==> config.mk <==
export PLATFORM = sky130hd
export DESIGN_NAME = business_day_date_adder
export DESIGN_NICKNAME = d
export VERILOG_FILES = /design/src/hdl/bdda_pkg.sv /design/src/hdl/business_day_date_adder.sv /design/src/hdl/bdda_front.sv /design/src/hdl/bdda_queue.sv /design/src/hdl/bdda_back.sv
export SDC_FILE = /design/constraint.sdc
export NUM_CORES = 1
export LEC_CHECK = 0
export ABC_AREA = 0
export BUFFER_PORTS_ARGS = -buffer_cell sky130_fd_sc_hd__buf_2
export CAP_MARGIN = 20
export CORE_MARGIN = 1.5
export CORE_UTILIZATION = 35
export DETAILED_ROUTE_END_ITERATION = 6
export HOLD_SLACK_MARGIN = 0.05
export PLACE_DENSITY = 0.55
export SYNTH_ARGS = -nofsm -noshare
export SYNTH_HDL_FRONTEND = slang
export SYNTH_SLANG_ARGS = --single-unit
==> constraint.sdc <==
create_clock -name clk -period 11.9 [get_ports clk]
set_input_delay 0 -clock clk [delete_from_list [all_inputs] [get_ports clk]]
set_output_delay 0 -clock clk [all_outputs]
set_load 0.005 [all_outputs]
==> src/hdl/bdda_pkg.sv <==
// Shared types, constants and calendar helpers for the business day date adder.
// Used by the front, queue, back and top level modules; depends on nothing.
package bdda_pkg;

  localparam int unsigned YearW  = 14;
  localparam int unsigned MonthW = 4;
  localparam int unsigned DayW   = 5;
  localparam int unsigned CountW = 16;
  localparam int unsigned WdW    = 3;
  localparam int unsigned R400W  = 9;

  localparam logic [YearW-1:0]  YearMax  = '1;
  localparam logic [MonthW-1:0] December = 4'd12;
  localparam logic [R400W-1:0]  R400Last = 9'd399;
  localparam logic [WdW-1:0]    Friday   = 3'd5;
  localparam logic [WdW-1:0]    Saturday = 3'd6;

  typedef struct packed {
    logic [YearW-1:0]  start_year;
    logic [MonthW-1:0] start_month;
    logic [DayW-1:0]   start_day;
    logic [CountW-1:0] business_days;
  } req_t;

  typedef struct packed {
    logic [YearW-1:0]  end_year;
    logic [MonthW-1:0] end_month;
    logic [DayW-1:0]   end_day;
    logic              bad_date;
  } rsp_t;

  // Classified item handed from front to back.
  typedef struct packed {
    logic [YearW-1:0]  year;
    logic [MonthW-1:0] month;
    logic [DayW-1:0]   day;
    logic [CountW-1:0] count;
    logic [WdW-1:0]    weekday;
    logic [R400W-1:0]  year_mod400;
    logic              bad;
  } job_t;

  // Leap rule from year mod 400.
  function automatic logic is_leap(input logic [R400W-1:0] r400);
    is_leap = (r400[1:0] == 2'd0) && (r400 != 9'd100) && (r400 != 9'd200) &&
              (r400 != 9'd300);
  endfunction

  // Month length; zero for month codes outside January..December.
  function automatic logic [DayW-1:0] days_in_month(input logic [MonthW-1:0] m,
                                                    input logic leap);
    logic [DayW-1:0] len;
    case (m)
      4'd1, 4'd3, 4'd5, 4'd7, 4'd8, 4'd10, 4'd12: len = 5'd31;
      4'd4, 4'd6, 4'd9, 4'd11:                   len = 5'd30;
      4'd2:                                      len = leap ? 5'd29 : 5'd28;
      default:                                   len = 5'd0;
    endcase
    days_in_month = len;
  endfunction

  // floor(31 * mm / 12) for the shifted month (March is 1).
  function automatic logic [DayW-1:0] month_offset(input logic [MonthW-1:0] mm);
    logic [DayW-1:0] off;
    case (mm)
      4'd1:    off = 5'd2;
      4'd2:    off = 5'd5;
      4'd3:    off = 5'd7;
      4'd4:    off = 5'd10;
      4'd5:    off = 5'd12;
      4'd6:    off = 5'd15;
      4'd7:    off = 5'd18;
      4'd8:    off = 5'd20;
      4'd9:    off = 5'd23;
      4'd10:   off = 5'd25;
      4'd11:   off = 5'd28;
      4'd12:   off = 5'd31;
      default: off = 5'd0;
    endcase
    month_offset = off;
  endfunction

endpackage

==> src/hdl/business_day_date_adder.sv <==
// Business day date adder: takes a Gregorian start date and a count of
// business days (any day but Friday and Saturday) and returns the date reached.
// The front end checks each word's date and derives the start weekday
// through reciprocal multiplies; the back end then steps one calendar day
// per cycle, and that day-step loop sets the throughput.
// A short queue between them lets the next word be checked while the current
// one is walked. An invalid start date sets bad_date and is returned unchanged.
// Depends on bdda_pkg, bdda_front, bdda_queue and bdda_back.
module business_day_date_adder #(
  parameter int unsigned QUEUE_DEPTH = 2
) (
  input  logic           clk,
  input  logic           rst,
  input  logic           req_valid,
  output logic           req_stall,
  input  bdda_pkg::req_t req,
  output logic           rsp_valid,
  input  logic           rsp_stall,
  output bdda_pkg::rsp_t rsp
);

  bdda_pkg::job_t front_job, back_job;
  logic           push, full, pop, empty;

  bdda_front u_front (
    .clk       (clk),
    .rst       (rst),
    .req_valid (req_valid),
    .req_stall (req_stall),
    .req       (req),
    .push      (push),
    .job       (front_job),
    .full      (full)
  );

  bdda_queue #(
    .DEPTH (QUEUE_DEPTH)
  ) u_queue (
    .clk    (clk),
    .rst    (rst),
    .push   (push),
    .wr_job (front_job),
    .full   (full),
    .pop    (pop),
    .rd_job (back_job),
    .empty  (empty)
  );

  bdda_back u_back (
    .clk       (clk),
    .rst       (rst),
    .job       (back_job),
    .empty     (empty),
    .pop       (pop),
    .rsp_valid (rsp_valid),
    .rsp_stall (rsp_stall),
    .rsp       (rsp)
  );

endmodule

==> src/hdl/bdda_front.sv <==
// Front end: accepts a request word, checks the date and derives the start
// weekday and year mod 400 in its Q100, SUM and Q7 states. Depends on bdda_pkg.
module bdda_front (
  input  logic           clk,
  input  logic           rst,
  input  logic           req_valid,
  output logic           req_stall,
  input  bdda_pkg::req_t req,
  output logic           push,
  output bdda_pkg::job_t job,
  input  logic           full
);

  localparam logic [2:0] S_IDLE = 3'd0;
  localparam logic [2:0] S_Q100 = 3'd1;
  localparam logic [2:0] S_SUM  = 3'd2;
  localparam logic [2:0] S_Q7   = 3'd3;
  localparam logic [2:0] S_PUSH = 3'd4;

  logic [2:0]  state, state_next;

  logic [13:0] year, yy;
  logic [3:0]  month, mm;
  logic [4:0]  day;
  logic [15:0] count;
  logic [7:0]  q100y, q100yy;
  logic [14:0] wsum;
  logic [8:0]  r400;
  logic        bad;
  logic [12:0] q7;

  logic        shift_a;
  logic [26:0] prod_y, prod_yy;
  logic [13:0] r400_full;
  logic [4:0]  dim;
  logic        valid_date;
  logic [14:0] wsum_c;
  logic [30:0] prod_7;
  logic [15:0] seven_q, wd_diff;

  assign shift_a = (req.start_month <= 4'd2);

  // Divide by 100 through a reciprocal; exact for 14-bit values.
  assign prod_y  = {13'd0, year} * 27'd5243;
  assign prod_yy = {13'd0, yy} * 27'd5243;

  assign r400_full  = year - 14'({q100y[7:2], 8'd0} + {q100y[7:2], 7'd0} +
                                 {q100y[7:2], 4'd0});
  assign dim        = bdda_pkg::days_in_month(month, bdda_pkg::is_leap(r400_full[8:0]));
  assign valid_date = (year != 14'd0) && (month >= 4'd1) && (month <= bdda_pkg::December) &&
                      (day != 5'd0) && (day <= dim);
  assign wsum_c = 15'(day) + 15'(yy) + 15'(yy[13:2]) - 15'(q100yy) + 15'(q100yy[7:2]) +
                  15'(bdda_pkg::month_offset(mm));

  // Divide by 7 through a reciprocal; exact below 2^15.
  assign prod_7  = {16'd0, wsum} * 31'd37450;
  assign seven_q = 16'({q7, 3'd0}) - 16'(q7);
  assign wd_diff = 16'(wsum) - seven_q;

  assign req_stall = (state != S_IDLE);
  assign push      = (state == S_PUSH) && !full;

  always_comb begin
    job.year        = year;
    job.month       = month;
    job.day         = day;
    job.count       = count;
    job.weekday     = wd_diff[2:0];
    job.year_mod400 = r400;
    job.bad         = bad;
  end

  always_comb begin
    state_next = state;
    case (state)
      S_IDLE:  if (req_valid) state_next = S_Q100;
      S_Q100:  state_next = S_SUM;
      S_SUM:   state_next = S_Q7;
      S_Q7:    state_next = S_PUSH;
      S_PUSH:  if (!full) state_next = S_IDLE;
      default: state_next = S_IDLE;
    endcase
  end

  always_ff @(posedge clk) begin
    if (rst) begin
      state <= S_IDLE;
    end else begin
      state <= state_next;
    end
  end

  always_ff @(posedge clk) begin
    if (state == S_IDLE && req_valid) begin
      year  <= req.start_year;
      month <= req.start_month;
      day   <= req.start_day;
      count <= req.business_days;
      yy    <= req.start_year - 14'(shift_a);
      mm    <= shift_a ? 4'(req.start_month + 4'd10) : 4'(req.start_month - 4'd2);
    end
    if (state == S_Q100) begin
      q100y  <= prod_y[26:19];
      q100yy <= prod_yy[26:19];
    end
    if (state == S_SUM) begin
      wsum <= wsum_c;
      r400 <= r400_full[8:0];
      bad  <= !valid_date;
    end
    if (state == S_Q7) begin
      q7 <= prod_7[30:18];
    end
  end

endmodule

==> src/hdl/bdda_queue.sv <==
// Short queue of classified words between front and back.
// Depends on bdda_pkg for the entry type.
module bdda_queue #(
  parameter int unsigned DEPTH = 2
) (
  input  logic           clk,
  input  logic           rst,
  input  logic           push,
  input  bdda_pkg::job_t wr_job,
  output logic           full,
  input  logic           pop,
  output bdda_pkg::job_t rd_job,
  output logic           empty
);

  localparam int unsigned PW = (DEPTH > 1) ? $clog2(DEPTH) : 1;
  localparam int unsigned CW = $clog2(DEPTH + 1);

  bdda_pkg::job_t entries [DEPTH];
  logic [PW-1:0]  wr_ptr, rd_ptr;
  logic [CW-1:0]  fill;

  assign full   = (fill == CW'(DEPTH));
  assign empty  = (fill == '0);
  assign rd_job = entries[rd_ptr];

  always_ff @(posedge clk) begin
    if (rst) begin
      wr_ptr <= '0;
      rd_ptr <= '0;
      fill   <= '0;
    end else begin
      if (push) begin
        wr_ptr <= (wr_ptr == PW'(DEPTH - 1)) ? '0 : wr_ptr + 1'b1;
      end
      if (pop) begin
        rd_ptr <= (rd_ptr == PW'(DEPTH - 1)) ? '0 : rd_ptr + 1'b1;
      end
      if (push && !pop) begin
        fill <= fill + 1'b1;
      end else if (pop && !push) begin
        fill <= fill - 1'b1;
      end
    end
  end

  always_ff @(posedge clk) begin
    if (push) begin
      entries[wr_ptr] <= wr_job;
    end
  end

endmodule

==> src/hdl/bdda_back.sv <==
// Back end: walks the calendar one day per cycle until the business day count is
// used up (bad or zero-count words skip the walk), then loads the output register. Depends on bdda_pkg.
module bdda_back (
  input  logic           clk,
  input  logic           rst,
  input  bdda_pkg::job_t job,
  input  logic           empty,
  output logic           pop,
  output logic           rsp_valid,
  input  logic           rsp_stall,
  output bdda_pkg::rsp_t rsp
);

  localparam logic [1:0] B_IDLE = 2'd0;
  localparam logic [1:0] B_RUN  = 2'd1;
  localparam logic [1:0] B_DONE = 2'd2;

  logic [1:0]  state, state_next;
  logic [13:0] year;
  logic [3:0]  month;
  logic [4:0]  day;
  logic [15:0] count, count_next;
  logic [2:0]  weekday;
  logic [8:0]  r400;
  logic        bad;

  logic        out_free;
  logic        last_day;
  logic        workday;

  assign out_free = !rsp_valid || !rsp_stall;
  assign pop      = (state == B_IDLE) && !empty;
  assign last_day = (day == bdda_pkg::days_in_month(month, bdda_pkg::is_leap(r400)));
  assign workday  = (weekday != bdda_pkg::Friday) && (weekday != bdda_pkg::Saturday);

  always_comb begin
    count_next = workday ? count - 16'd1 : count;
  end

  always_comb begin
    state_next = state;
    case (state)
      B_IDLE: begin
        if (!empty) begin
          state_next = (job.bad || job.count == '0) ? B_DONE : B_RUN;
        end
      end
      B_RUN:   if (count_next == '0) state_next = B_DONE;
      B_DONE:  if (out_free) state_next = B_IDLE;
      default: state_next = B_IDLE;
    endcase
  end

  always_ff @(posedge clk) begin
    if (rst) begin
      state     <= B_IDLE;
      rsp_valid <= 1'b0;
    end else begin
      state <= state_next;
      if (state == B_DONE && out_free) begin
        rsp_valid <= 1'b1;
      end else if (!rsp_stall) begin
        rsp_valid <= 1'b0;
      end
    end
  end

  always_ff @(posedge clk) begin
    if (pop) begin
      year    <= job.year;
      month   <= job.month;
      day     <= job.day;
      count   <= job.count;
      weekday <= job.weekday;
      r400    <= job.year_mod400;
      bad     <= job.bad;
    end else if (state == B_RUN) begin
      count   <= count_next;
      weekday <= (weekday == bdda_pkg::Saturday) ? 3'd0 : weekday + 3'd1;
      if (last_day) begin
        day <= 5'd1;
        if (month == bdda_pkg::December) begin
          month <= 4'd1;
          year  <= year + 14'd1;
          // the year counter wraps to zero, which is a multiple of 400
          r400  <= (year == bdda_pkg::YearMax || r400 == bdda_pkg::R400Last) ?
                   9'd0 : r400 + 9'd1;
        end else begin
          month <= month + 4'd1;
        end
      end else begin
        day <= day + 5'd1;
      end
    end
    if (state == B_DONE && out_free) begin
      rsp.end_year  <= year;
      rsp.end_month <= month;
      rsp.end_day   <= day;
      rsp.bad_date  <= bad;
    end
  end

  a_run_count_nonzero: assert property (@(posedge clk) disable iff (rst)
    state == B_RUN |-> count != '0)
    else $error("day walk running with an exhausted count");

  a_run_date_sane: assert property (@(posedge clk) disable iff (rst)
    state == B_RUN |-> (day != 5'd0 && month >= 4'd1 && month <= bdda_pkg::December &&
                        weekday != 3'd7))
    else $error("day walk holds an impossible date or weekday");

  a_done_waits: assert property (@(posedge clk) disable iff (rst)
    (state == B_DONE && !out_free) |=> state == B_DONE)
    else $error("result dropped while output register was busy");

  a_load_sets_valid: assert property (@(posedge clk) disable iff (rst)
    (state == B_DONE && out_free) |=> rsp_valid)
    else $error("finished result not presented");

endmodule

# ---- Word-level counts from Yosys, hierarchy flattened
# Memories as Yosys holds them, arrays and structs flattened. A register that Yosys moved wholly into a read port is not among the register bits.
# Index checks and enable logic that the tools add are counted.
# Widths: inputs -> output; s select.
dict set report classes {
  n_reduce_logical 49
  addsub 23
  n_eq_ne 49
  order_cmp 4
  shifts 0
  mul 3
  bitwise 0
  div 0
  muxes 46
}
# cell n
set ops {}
lappend ops {{$mux 14} 4}
lappend ops {{$mux 16} 3}
lappend ops {{$mux 9} 5}
lappend ops {{$eq 4x4->1 const B} 10}
lappend ops {{$eq 4x3->1 const B} 8}
lappend ops {{$logic_not 16->1} 2}
lappend ops {{$pmux 5 s3} 2}
lappend ops {{$mul 14x13->27 const B} 1}
lappend ops {{$mul 14x13->26 const B} 1}
lappend ops {{$mux 4} 6}
lappend ops {{$mul 15x15->20 const B} 1}
lappend ops {{$add 9x9->9} 2}
lappend ops {{$ne 9x7->1 const B} 2}
lappend ops {{$ne 9x8->1 const B} 2}
lappend ops {{$ne 9x9->1 const B} 2}
lappend ops {{$logic_and 1x1->1} 17}
lappend ops {{$eq 4x2->1 const B} 4}
lappend ops {{$sub 16x1->16 const B} 1}
lappend ops {{$add 15x12->15} 1}
lappend ops {{$add 15x5->15} 1}
lappend ops {{$add 15x6->15} 1}
lappend ops {{$add 5x14->15} 1}
lappend ops {{$mux 3} 5}
lappend ops {{$mux 5} 3}
lappend ops {{other kinds (47)} 89}
dict set report word_totals {
  latch_bits 0
  memories 2
  ramBits 104
  ff_bits 186
  mem_bits_ro 80
  wordCells 205
  in_bits 43
  output_inout_bits 26
}
# memory depth width rd rd_clocked_by_memory_dff wr line_no
set memory_table {}
lappend memory_table {u_queue.entries 2 52 1 1 1 bdda_queue.sv:19} ;# bdda_pkg::job_t entries [DEPTH];
lappend memory_table {{(name not given)} 16 5 1 1 0 bdda_pkg.sv:65} ;# case (mm)

# ---- Logic depth before layout (Yosys ltp)
# Gate-level depths: netlist of run 1.
dict set report logic_depth {
  depth_word 12
  depth_mapped 19
  depth_no_buf 19
}

# ---- Cells and area by module
# Synthesis of run 1 repeated with hierarchy kept, for this count alone.
dict set report unflattened {
  cells_unflattened 1904
  area_unflattened_um2 22560.4
}
# mod n_inst cells_per_inst area_per_inst_um2 seq_area_each_um2
set modules_own_cells {}
lappend modules_own_cells {bdda_front 1 1324 14373.8 3072.9}
lappend modules_own_cells {bdda_back 1 396 4227.8 2342.2}
lappend modules_own_cells {bdda_queue 1 184 3958.8 3223.1}

# ---- Least setup slack after synthesis of run 1
# OpenSTA, ideal clock, no wires.
dict set report synth_timing {
  path_type {register -> register}
  startpoint {register u_front.year[8]}
  endpoint {register u_front.q100y[6] (data pin)}
  setup_slack_ps 7141
  t_arrival_ps 4497
  setup_ps 262
  required_ps 11638
  path_stages_with_launch 16
  n_path_buf 0
  period_less_slack_ps 4759
  cell_sequence {edfxtp_1 > fa_1 > ha_1 > fa_1 > fa_1 > inv_1 > fa_1 > inv_1 > ha_1 > a21oi_1 > o21bai_1 > a2111oi_0 > o21ai_0 > a31oi_1 > o221ai_1 > xnor2_1}
}
dict set report synth_via {
  elab_chain_len 1
}
# item line_no
set synth_lines {}
lappend synth_lines {{from (decl)} bdda_front.sv:22} ;# logic [13:0] year, yy;
lappend synth_lines {{from (signal assigned)} bdda_front.sv:95} ;# year <= req.start_year;
lappend synth_lines {{$mul 14x13->26} bdda_front.sv:44} ;# assign prod_y = {13'd0, year} * 27'd5243;
lappend synth_lines {{net u_front.prod_y[25]} bdda_front.sv:33} ;# logic [26:0] prod_y, prod_yy;
lappend synth_lines {{to (signal assigned)} bdda_front.sv:103} ;# q100y <= prod_y[26:19];
lappend synth_lines {{to (decl)} bdda_front.sv:26} ;# logic [7:0] q100y, q100yy;
# The timed path passes the listed nets, and every way through them passes these cells.
# A chain may end at the register's enable or synchronous reset.

# ---- Final worst setup path of run 1
dict set report layout_timing {
  startpoint {register u_front.yy[11]}
  endpoint {register u_front.q100yy[7] (data pin)}
}
dict set report layout_via {
  elab_chain_len 1
}
# item line_no
set layout_lines {}
lappend layout_lines {{from (decl)} bdda_front.sv:22}
lappend layout_lines {{from (signal assigned)} bdda_front.sv:99} ;# yy <= req.start_year - 14'(shift_a);
lappend layout_lines {{$mul 14x13->27} bdda_front.sv:45} ;# assign prod_yy = {13'd0, yy} * 27'd5243;
lappend layout_lines {{net u_front.prod_yy[26]} bdda_front.sv:33}
lappend layout_lines {{to (signal assigned)} bdda_front.sv:104} ;# q100yy <= prod_yy[26:19];
lappend layout_lines {{to (decl)} bdda_front.sv:26}
# The timed path passes the listed nets, and every way through them passes these cells.

==> results of run 1 <==
==> critical path, cell delays in order, from the launching register on <==
cell       delay, ns
edfxtp_1        0.65
inv_1           0.15
ha_1            0.37
fa_1            0.55
fa_1            0.43
fa_1            0.49
inv_1           0.05
fa_1            0.52
inv_1           0.04
ha_1            0.32
a21oi_1         0.17
o21ai_0         0.12
o31ai_1         0.56
a31oi_1         0.24
a2111oi_0       0.41
nor3_1          0.08
==> synth_stat cells (2+ instances only) <==
library cell  count  area share (%)
ha_1            336              19
o31ai_1           6            0.20
a21oi_1          72             1.6
or3_1             9            0.25
o21a_1           11            0.37
a211oi_1         16            0.54
clkbuf_1         12            0.20
or3b_2            2           0.079
edfxtp_1        277              37
nor2b_1          17            0.48
a21o_1           12            0.41
o211a_1           2           0.090
nand2b_1          8            0.23
xnor2_1          72             2.8
and3_1            9            0.25
and4_1            3            0.12
nand3b_1          4            0.14
nor3_1           22            0.50
a211o_1           2           0.079
inv_1           373             6.3
dfxtp_1          16             1.4
and2_1            5            0.14
a2111oi_0         4            0.16
nor3b_1           4            0.14
mux2i_1          50             2.3
a31oi_1           8            0.23
xor2_1           35             1.4
nor2_1           74             1.3
nand4_1          13            0.37
fa_1            179              16
nand3_1          28            0.63
o211ai_1          8            0.27
nor4_1           12            0.34
o41ai_1           3            0.12
mux2_2            4            0.20
nand2_1          51            0.86
o21bai_1          2           0.068
buf_1             5           0.084
o21ai_0          40            0.90
or4_1             2           0.068
o2111ai_1         3            0.12
o22ai_1          18            0.51
or2_2             4            0.11
==> worst max-delay path by stage <==
stage	from	to	slack, ns	cells past startpoint
2_1_floorplan	u_front.year[8]$_DFFE_PP_	u_front.q100y[6]$_DFFE_PP_	7.14	15
3_3_place_gp	u_front.yy[11]$_DFFE_PP_	u_front.q100yy[7]$_DFFE_PP_	6.71	15
3_5_place_dp	u_front.yy[11]$_DFFE_PP_	u_front.q100yy[7]$_DFFE_PP_	6.59	15
4_1_cts	u_front.yy[11]$_DFFE_PP_	u_front.q100yy[7]$_DFFE_PP_	6.52	15
5_1_grt	u_front.yy[9]$_DFFE_PP_	u_front.q100yy[7]$_DFFE_PP_	6.24	15
6_report	u_front.yy[11]$_DFFE_PP_	u_front.q100yy[7]$_DFFE_PP_	6.50	15
==> power breakdown <==
group | internal, mW | switching (mW)
Combinational | 2.05 | 2.60
Clock | 0.726 | 0.460
Sequential | 1.52 | 0.175
==> layer usage <==
| layer | vias up | share of wire, % |
|---|---|---|
| met1 | 6659 | 46 |
| li1 | 6672 | - |
| met5 | - | 0.027 |
| met4 | 2 | 2.3 |
| met3 | 64 | 4.0 |
| met2 | 223 | 48 |
==> logic make-up after synthesis <==
kind of cell	synth area share, %
fa+ha+maj	35.1
buf+inv	6.63
flops	38.9
simple gates	6.29
compound gates	6.40
xor+xnor	4.29
mux	2.46
==> what timing repair did <==
| action | in CTS | in global routing |
|---|---|---|
| hold endpoints to repair | 92 | 0 |
| hold buffers | 43 | 0 |
| buffers inserted | 0 | 0 |
==> sequential cells by signal, summed over array words and instances (netlist names), 5 cells and up, named ones only <==
name and cells:
u_queue.entries 104, u_back.rsp 24, u_back.count 16, u_front.count 16, u_front.wsum 15, u_back.year 14, u_front.year 14, u_front.yy 14
u_back.r400 9, u_front.r400 9, u_front.q100yy 8, u_back.day 5, u_front.day 5, u_front.q100y 5
==> final cells by class <==
class,count,area [um2],share of cell area [%]
multi-input cells,1177,12100,47.8
flip-flops and latches,293,8640,34.0
inverters,374,1400,5.52
well taps,846,1060,4.16
clock buffers,41,972,3.82
repair buffers,121,886,3.49
clock inverters,27,318,1.25
==> metrics.md, run 1 <==
| Metric | Value |
|---|---|
| Root Buffer | clkbuf_16 |
| Post-synthesis register bit count | 293 |
| WP data required | 12.20 ns |
| Initial DRC Count | 704 |
| Top Ports | 69 |
| Tmin final | 5.40 ns |
| Worst hold path startpoint | req[14] |
| Routed vias | 13,600 |
| Commonest non-fill, non-tap cell in the layout | inv_1 |
| Normalized max-slew margin | 26.0% |
| Placed insts | 2,767 |
| Wire per inst | 16.5 um |
| Crit path max fanout | 8 |
| Via density | 4.73 |
| CP Data Arrival Time | 5.70 ns |
| DP Worst Slack | 6.59 ns |
| Setup TNS | 0 ns |
| Critical Path Start Type | flip-flop |
| Clock latency on the worst-skew pair | 0.56 ns |
| Ys Warns | 0 |
| GPL Wtd Cong | 0.865 |
| CTS tree | done |
| Post-synthesis instance total | 1,862 |
| Largest net degree at the start of global routing | 57 |
| Max-Cap Viols | 0 |
| Num CTS Buffers | 37 |
| Clock net sink count | 293 |
| Final Hold Vio Count | 0 |
| Core Box Area | 62,900 um2 |
| Met3 usage | 2.56% |
| Post-Route WL | 47,500 um |
| First-pass GRT wire length | 78,000 um |
| Status | complete, no violations |
| Post-Syn Area | 22,200 um2 |
| Synth cell types | 72 |
| Main synth FF type | edfxtp_1 |
| Layer with the highest usage | met2 |
| Overall Power | 7.53 mW |
| Antenna-violating nets left | 0 |
| Die area | 65,000 um2 |
| Number of fill cells | 6,056 |
| CTS max path bufs | 3 |
| Critical path class | flip-flop to flip-flop |
| Period utilization | 45.4% |
| # resized after CTS | 0 |
| Worst reg2reg startpoint | u_front.yy[11]$_DFFE_PP_ |
| Met2 GRT Util | 26.0% |
| PD cells | 296 nW/um2 |
| # diodes | 0 |
| Area Growth Syn to Fin | 14.4% |
| Worst hold path depth | 2 |
| DR pass1 iterations | 5 |
| Clock skew | 0.0208 ns |
| Non-filler cells, final | 2,879 |
| H-tree depth | 2 |
| Die width | 255 um |
| Ratio of cells with drive above 1 in the final layout | 8.02% |
| Worst vdd ir | 0.249 mV |
| Worst Hold Class | primary input to flip-flop |
| Slew Viols, Final | 0 |
| Vias in the first global route | 14,700 |
| Leakage | 11.2 nW |
| RR Endpoint | u_front.q100yy[7]$_DFFE_PP_ |
| Chip Height | 255 um |
| Post-synth net total | 2,420 |
| GRT Total Usage | 15.4% |
| Min-Delay Endpoint | u_front.count[14]$_DFFE_PP_ |
| DP HPWL | 37,600 um |
| Final nets | 2,562 |
| Area after DPL | 23,700 um2 |
| Max Freq | 185 MHz |
| PortBufs | 68 |
| Worst hold slack | 0.155 ns |
| Most frequent cells in the layout | inv_1, ha_1, edfxtp_1 |
| Initial Util | 35.3% |
| Row cnt | 92 |
| Reg clk slew, reported paths | 0.06 ns |
| Number of synthesized flops with an enable pin | 277 |
| CP endpoint kind | flip-flop |
| Sequential-to-total area share from yosys stat | 38.9% |
| Synth async-reset ratio | 0% |
| Design area | 25,400 um2 |
| RSZ-0062 raised after global routing | false |
| Setup ws final | 6.50 ns |
| GRT met1 Usage | 20.3% |
| Final core occ | 40.4% |
| # setup viols final | 0 |
| Worst-Margin Slew | 1.10 ns |
| Global route overflow | 0 |
| Syn Area/Cell | 11.9 um2 |
| R2r setup slk | 6.50 ns |
| Initial antenna violation count | 1 |
| Post-route DRC | 0 |
| R2R depth | 15 |
Power figures use the tool's default switching activity.
==> inputs of run 2 (changes only) <==
Clock period 11.9 ns to 5.2 ns, I/O delays scaled along.
==> run 2 against run 1 <==
Against the previous run:
- first-iteration DRC count is 16% lower
- wire length is 1.1% higher
- clock power is 130% higher
- global-route usage is 0.11 points higher
- final cell count is 1.7% higher
- setup slack worse by 6.3 ns
- via count is 1.3% higher
- power is 130% higher
- sequential power is 130% higher
- largest power group unchanged
==> metrics.md, run 2 (synthesized netlist as in run 1, its figures left out) <==
| Metric | Value |
|---|---|
| Global route overflow | 0 (unchanged) |
| CP endpoint kind | flip-flop |
| Die width | 255 um (unchanged) |
| Initial DRC Count | 592 (-16%) |
| Area Growth Syn to Fin | 16.3% |
| Worst Path Buf+Inv | 3 (unchanged) |
| First-pass GRT wire length | 78,500 um (+0.60%) |
| Slowest cell on the critical path | fa_1 |
| Area of the multi-input gates | 12,200 um2 (+0.23%) |
| Initial antenna violation count | 1 (unchanged) |
| Most frequent cells in the layout | inv_1, ha_1, edfxtp_1 |
| Setup TNS | 0 ns (unchanged) |
| Die area | 65,000 um2 (unchanged) |
| Setup ws final | 0.216 ns (-6.28 ns) |
| Worst Hold Class | primary input to flip-flop |
| H-tree depth | 2 (unchanged) |
| Number of fill cells | 5,970 (-1.4%) |
| Overall Power | 17.4 mW (+130%) |
| # setup viols final | 0 (unchanged) |
| RR Endpoint | u_front.q100yy[7]$_DFFE_PP_ |
| Ratio of cells with drive above 1 in the final layout | 10.4% (+2.4 points) |
| Root Buffer | clkbuf_16 |
| Via density | 4.71 (-0.35%) |
| Clock skew | 0.0183 ns (-0.00250 ns) |
| Worst reg2reg startpoint | u_front.yy[10]$_DFFE_PP_ |
| GRT Total Usage | 15.5% (+0.11 points) |
| Row cnt | 92 (unchanged) |
| Final nets | 2,611 (+1.9%) |
| Max-Cap Viols | 0 (unchanged) |
| Max Freq | 201 MHz (+8.4%) |
| Normalized max-slew margin | 30.9% (+4.9 points) |
| Final core occ | 41.1% (+0.65 points) |
| R2r setup slk | 0.22 ns (-6.28 ns) |
| Worst hold slack | 0.151 ns (-0.00489 ns) |
| Routed vias | 13,800 (+1.3%) |
| Commonest non-fill, non-tap cell in the layout | inv_1 |
| DP HPWL | 37,800 um (+0.60%) |
| Worst path depth | 15 (unchanged) |
| CTS tree | done |
| Most used cell along the critical path | fa_1 |
| Period utilization | 95.8% (+50 points) |
| Clock net sink count | 293 (unchanged) |
| CTS max path bufs | 3 (unchanged) |
| DP Worst Slack | 0.0789 ns (-6.51 ns) |
| Min-Delay Endpoint | u_front.count[11]$_DFFE_PP_ |
| Vias in the first global route | 14,700 (+0.53%) |
| Crit path max fanout | 7 (-1) |
| Post-route DRC | 0 (unchanged) |
| Biggest register | u_queue.entries |
| Design area | 25,800 um2 (+1.6%) |
| WP data required | 5.50 ns (-6.70 ns) |
| R2R depth | 15 (unchanged) |
| Critical path class | flip-flop to flip-flop |
| GPL Wtd Cong | 0.883 (+2.1%) |
| Crit-path max cell delay | 0.55 ns (-0.10 ns) |
| Critical Path Start Type | flip-flop |
| Worst-Margin Slew | 1.04 ns (-0.0678 ns) |
| CP top delay family | adder cells |
| Final Hold Vio Count | 0 (unchanged) |
| Sequential cell area | 8640 um2 (unchanged) |
| Worst vdd ir | 0.487 mV (+95%) |
| Non-filler cells, final | 2,927 (+1.7%) |
| Tmin final | 4.98 ns (-0.419 ns) |
| Status | complete, no violations |
| Area after DPL | 23,800 um2 (+0.64%) |
| Largest register FFs | 104 (unchanged) |
| Reg clk slew, reported paths | 0.07 ns (about the same) |
| RSZ-0062 raised after global routing | true |
| PortBufs | 68 (unchanged) |
| Top Ports | 69 (unchanged) |
| Clock latency on the worst-skew pair | 0.56 ns (about the same) |
| Wire per inst | 16.4 um (-0.60%) |
| Core Box Area | 62,900 um2 (unchanged) |
| Num CTS Buffers | 37 (unchanged) |
| Chip Height | 255 um (unchanged) |
| DR pass1 iterations | 5 (unchanged) |
| CP Data Arrival Time | 5.29 ns (-0.41 ns) |
| CP cell instances | buf_4, fa_1, ha_1, fa_1, fa_1, inv_1, fa_1, inv_1, ha_1, nand2_1, nor3_1, o31ai_2, a31oi_1, a2111oi_1, nor3_1 |
| Slew Viols, Final | 0 (unchanged) |
| Placed insts | 2,790 (+0.83%) |
| Largest registers | u_queue.entries (104), u_back.rsp (24) |
| PD cells | 675 nW/um2 (+130%) |
| Initial Util | 35.3% (unchanged) |
| Leakage | 11.4 nW (+2.1%) |
| Antenna-violating nets left | 0 (unchanged) |
| Post-Route WL | 48,000 um (+1.1%) |
| Worst hold path depth | 2 (unchanged) |
| Worst hold path startpoint | req[11] |
| Largest net degree at the start of global routing | 58 (+1.8%) |
| # diodes | 0 (unchanged) |
==> run 2: cell count changes in the layout (fill, tap and decap cells not counted), moves of 2 or more <==
cell and change:
a2111oi_0 -2, a2111oi_1 +2, buf_16 -2, buf_4 +49, clkinv_1 -4, clkinv_2 -2
clkinv_4 +2, clkinvlp_4 +2
==> run 2: worst reg2reg max path, delay by kind of cell, from the launching register on <==
kind | cells | cell delay (ns)
AOI/OAI and AO/OA | 3 | 0.95
adders and majority gates | 6 | 2.64
buffers and inverters | 3 | 0.31
DFF | 1 | 0.53
and+or+nand+nor | 3 | 0.30
==> run 2: worst max-delay path by stage <==
stage	start	slack [ns]	end
global route	u_front.yy[11]$_DFFE_PP_	-0.08	u_front.q100yy[7]$_DFFE_PP_
floorplan	u_front.year[8]$_DFFE_PP_	0.44	u_front.q100y[6]$_DFFE_PP_
finish	u_front.yy[10]$_DFFE_PP_	0.22	u_front.q100yy[7]$_DFFE_PP_
detailed placement	u_front.yy[10]$_DFFE_PP_	0.08	u_front.q100yy[7]$_DFFE_PP_
global placement	u_front.yy[11]$_DFFE_PP_	0.17	u_front.q100yy[7]$_DFFE_PP_
CTS	u_front.year[10]$_DFFE_PP_	0.04	u_front.q100y[6]$_DFFE_PP_
==> run 2: cell type report <==
| cell class | instances | area share, % |
|---|---|---|
| clock buffers | 41 | 3.73 |
| clock inverters | 26 | 1.40 |
| inverters | 374 | 5.44 |
| multi-input cells | 1177 | 47.1 |
| flip-flops and latches | 293 | 33.4 |
| well taps | 846 | 4.10 |
| repair buffers | 170 | 4.78 |
==> run 2: where the power goes <==
part           switching (mW)  leakage (nW)  internal, mW
sequential              0.377          2.68          3.47
clock                    1.08         0.631          1.71
combinational            6.07          8.08          4.73
total                    7.53          11.4          9.91
==> run 2: repair_timing <==
action	in CTS	in global routing
endpoints found under the hold margin	92	0
hold buffers	44	0
setup buffers	0	25
gates resized for setup	0	7
endpoints found under the setup margin	0	9
==> run 2: layer usage <==
layer  share of wire, %  global-route usage [%]  wire length [um]
met2                 47                    25.6             22600
met3                4.2                    2.62              2000
met5              0.023                       0                11
met4                3.2                    5.70              1520
met1                 46                    20.3             21900
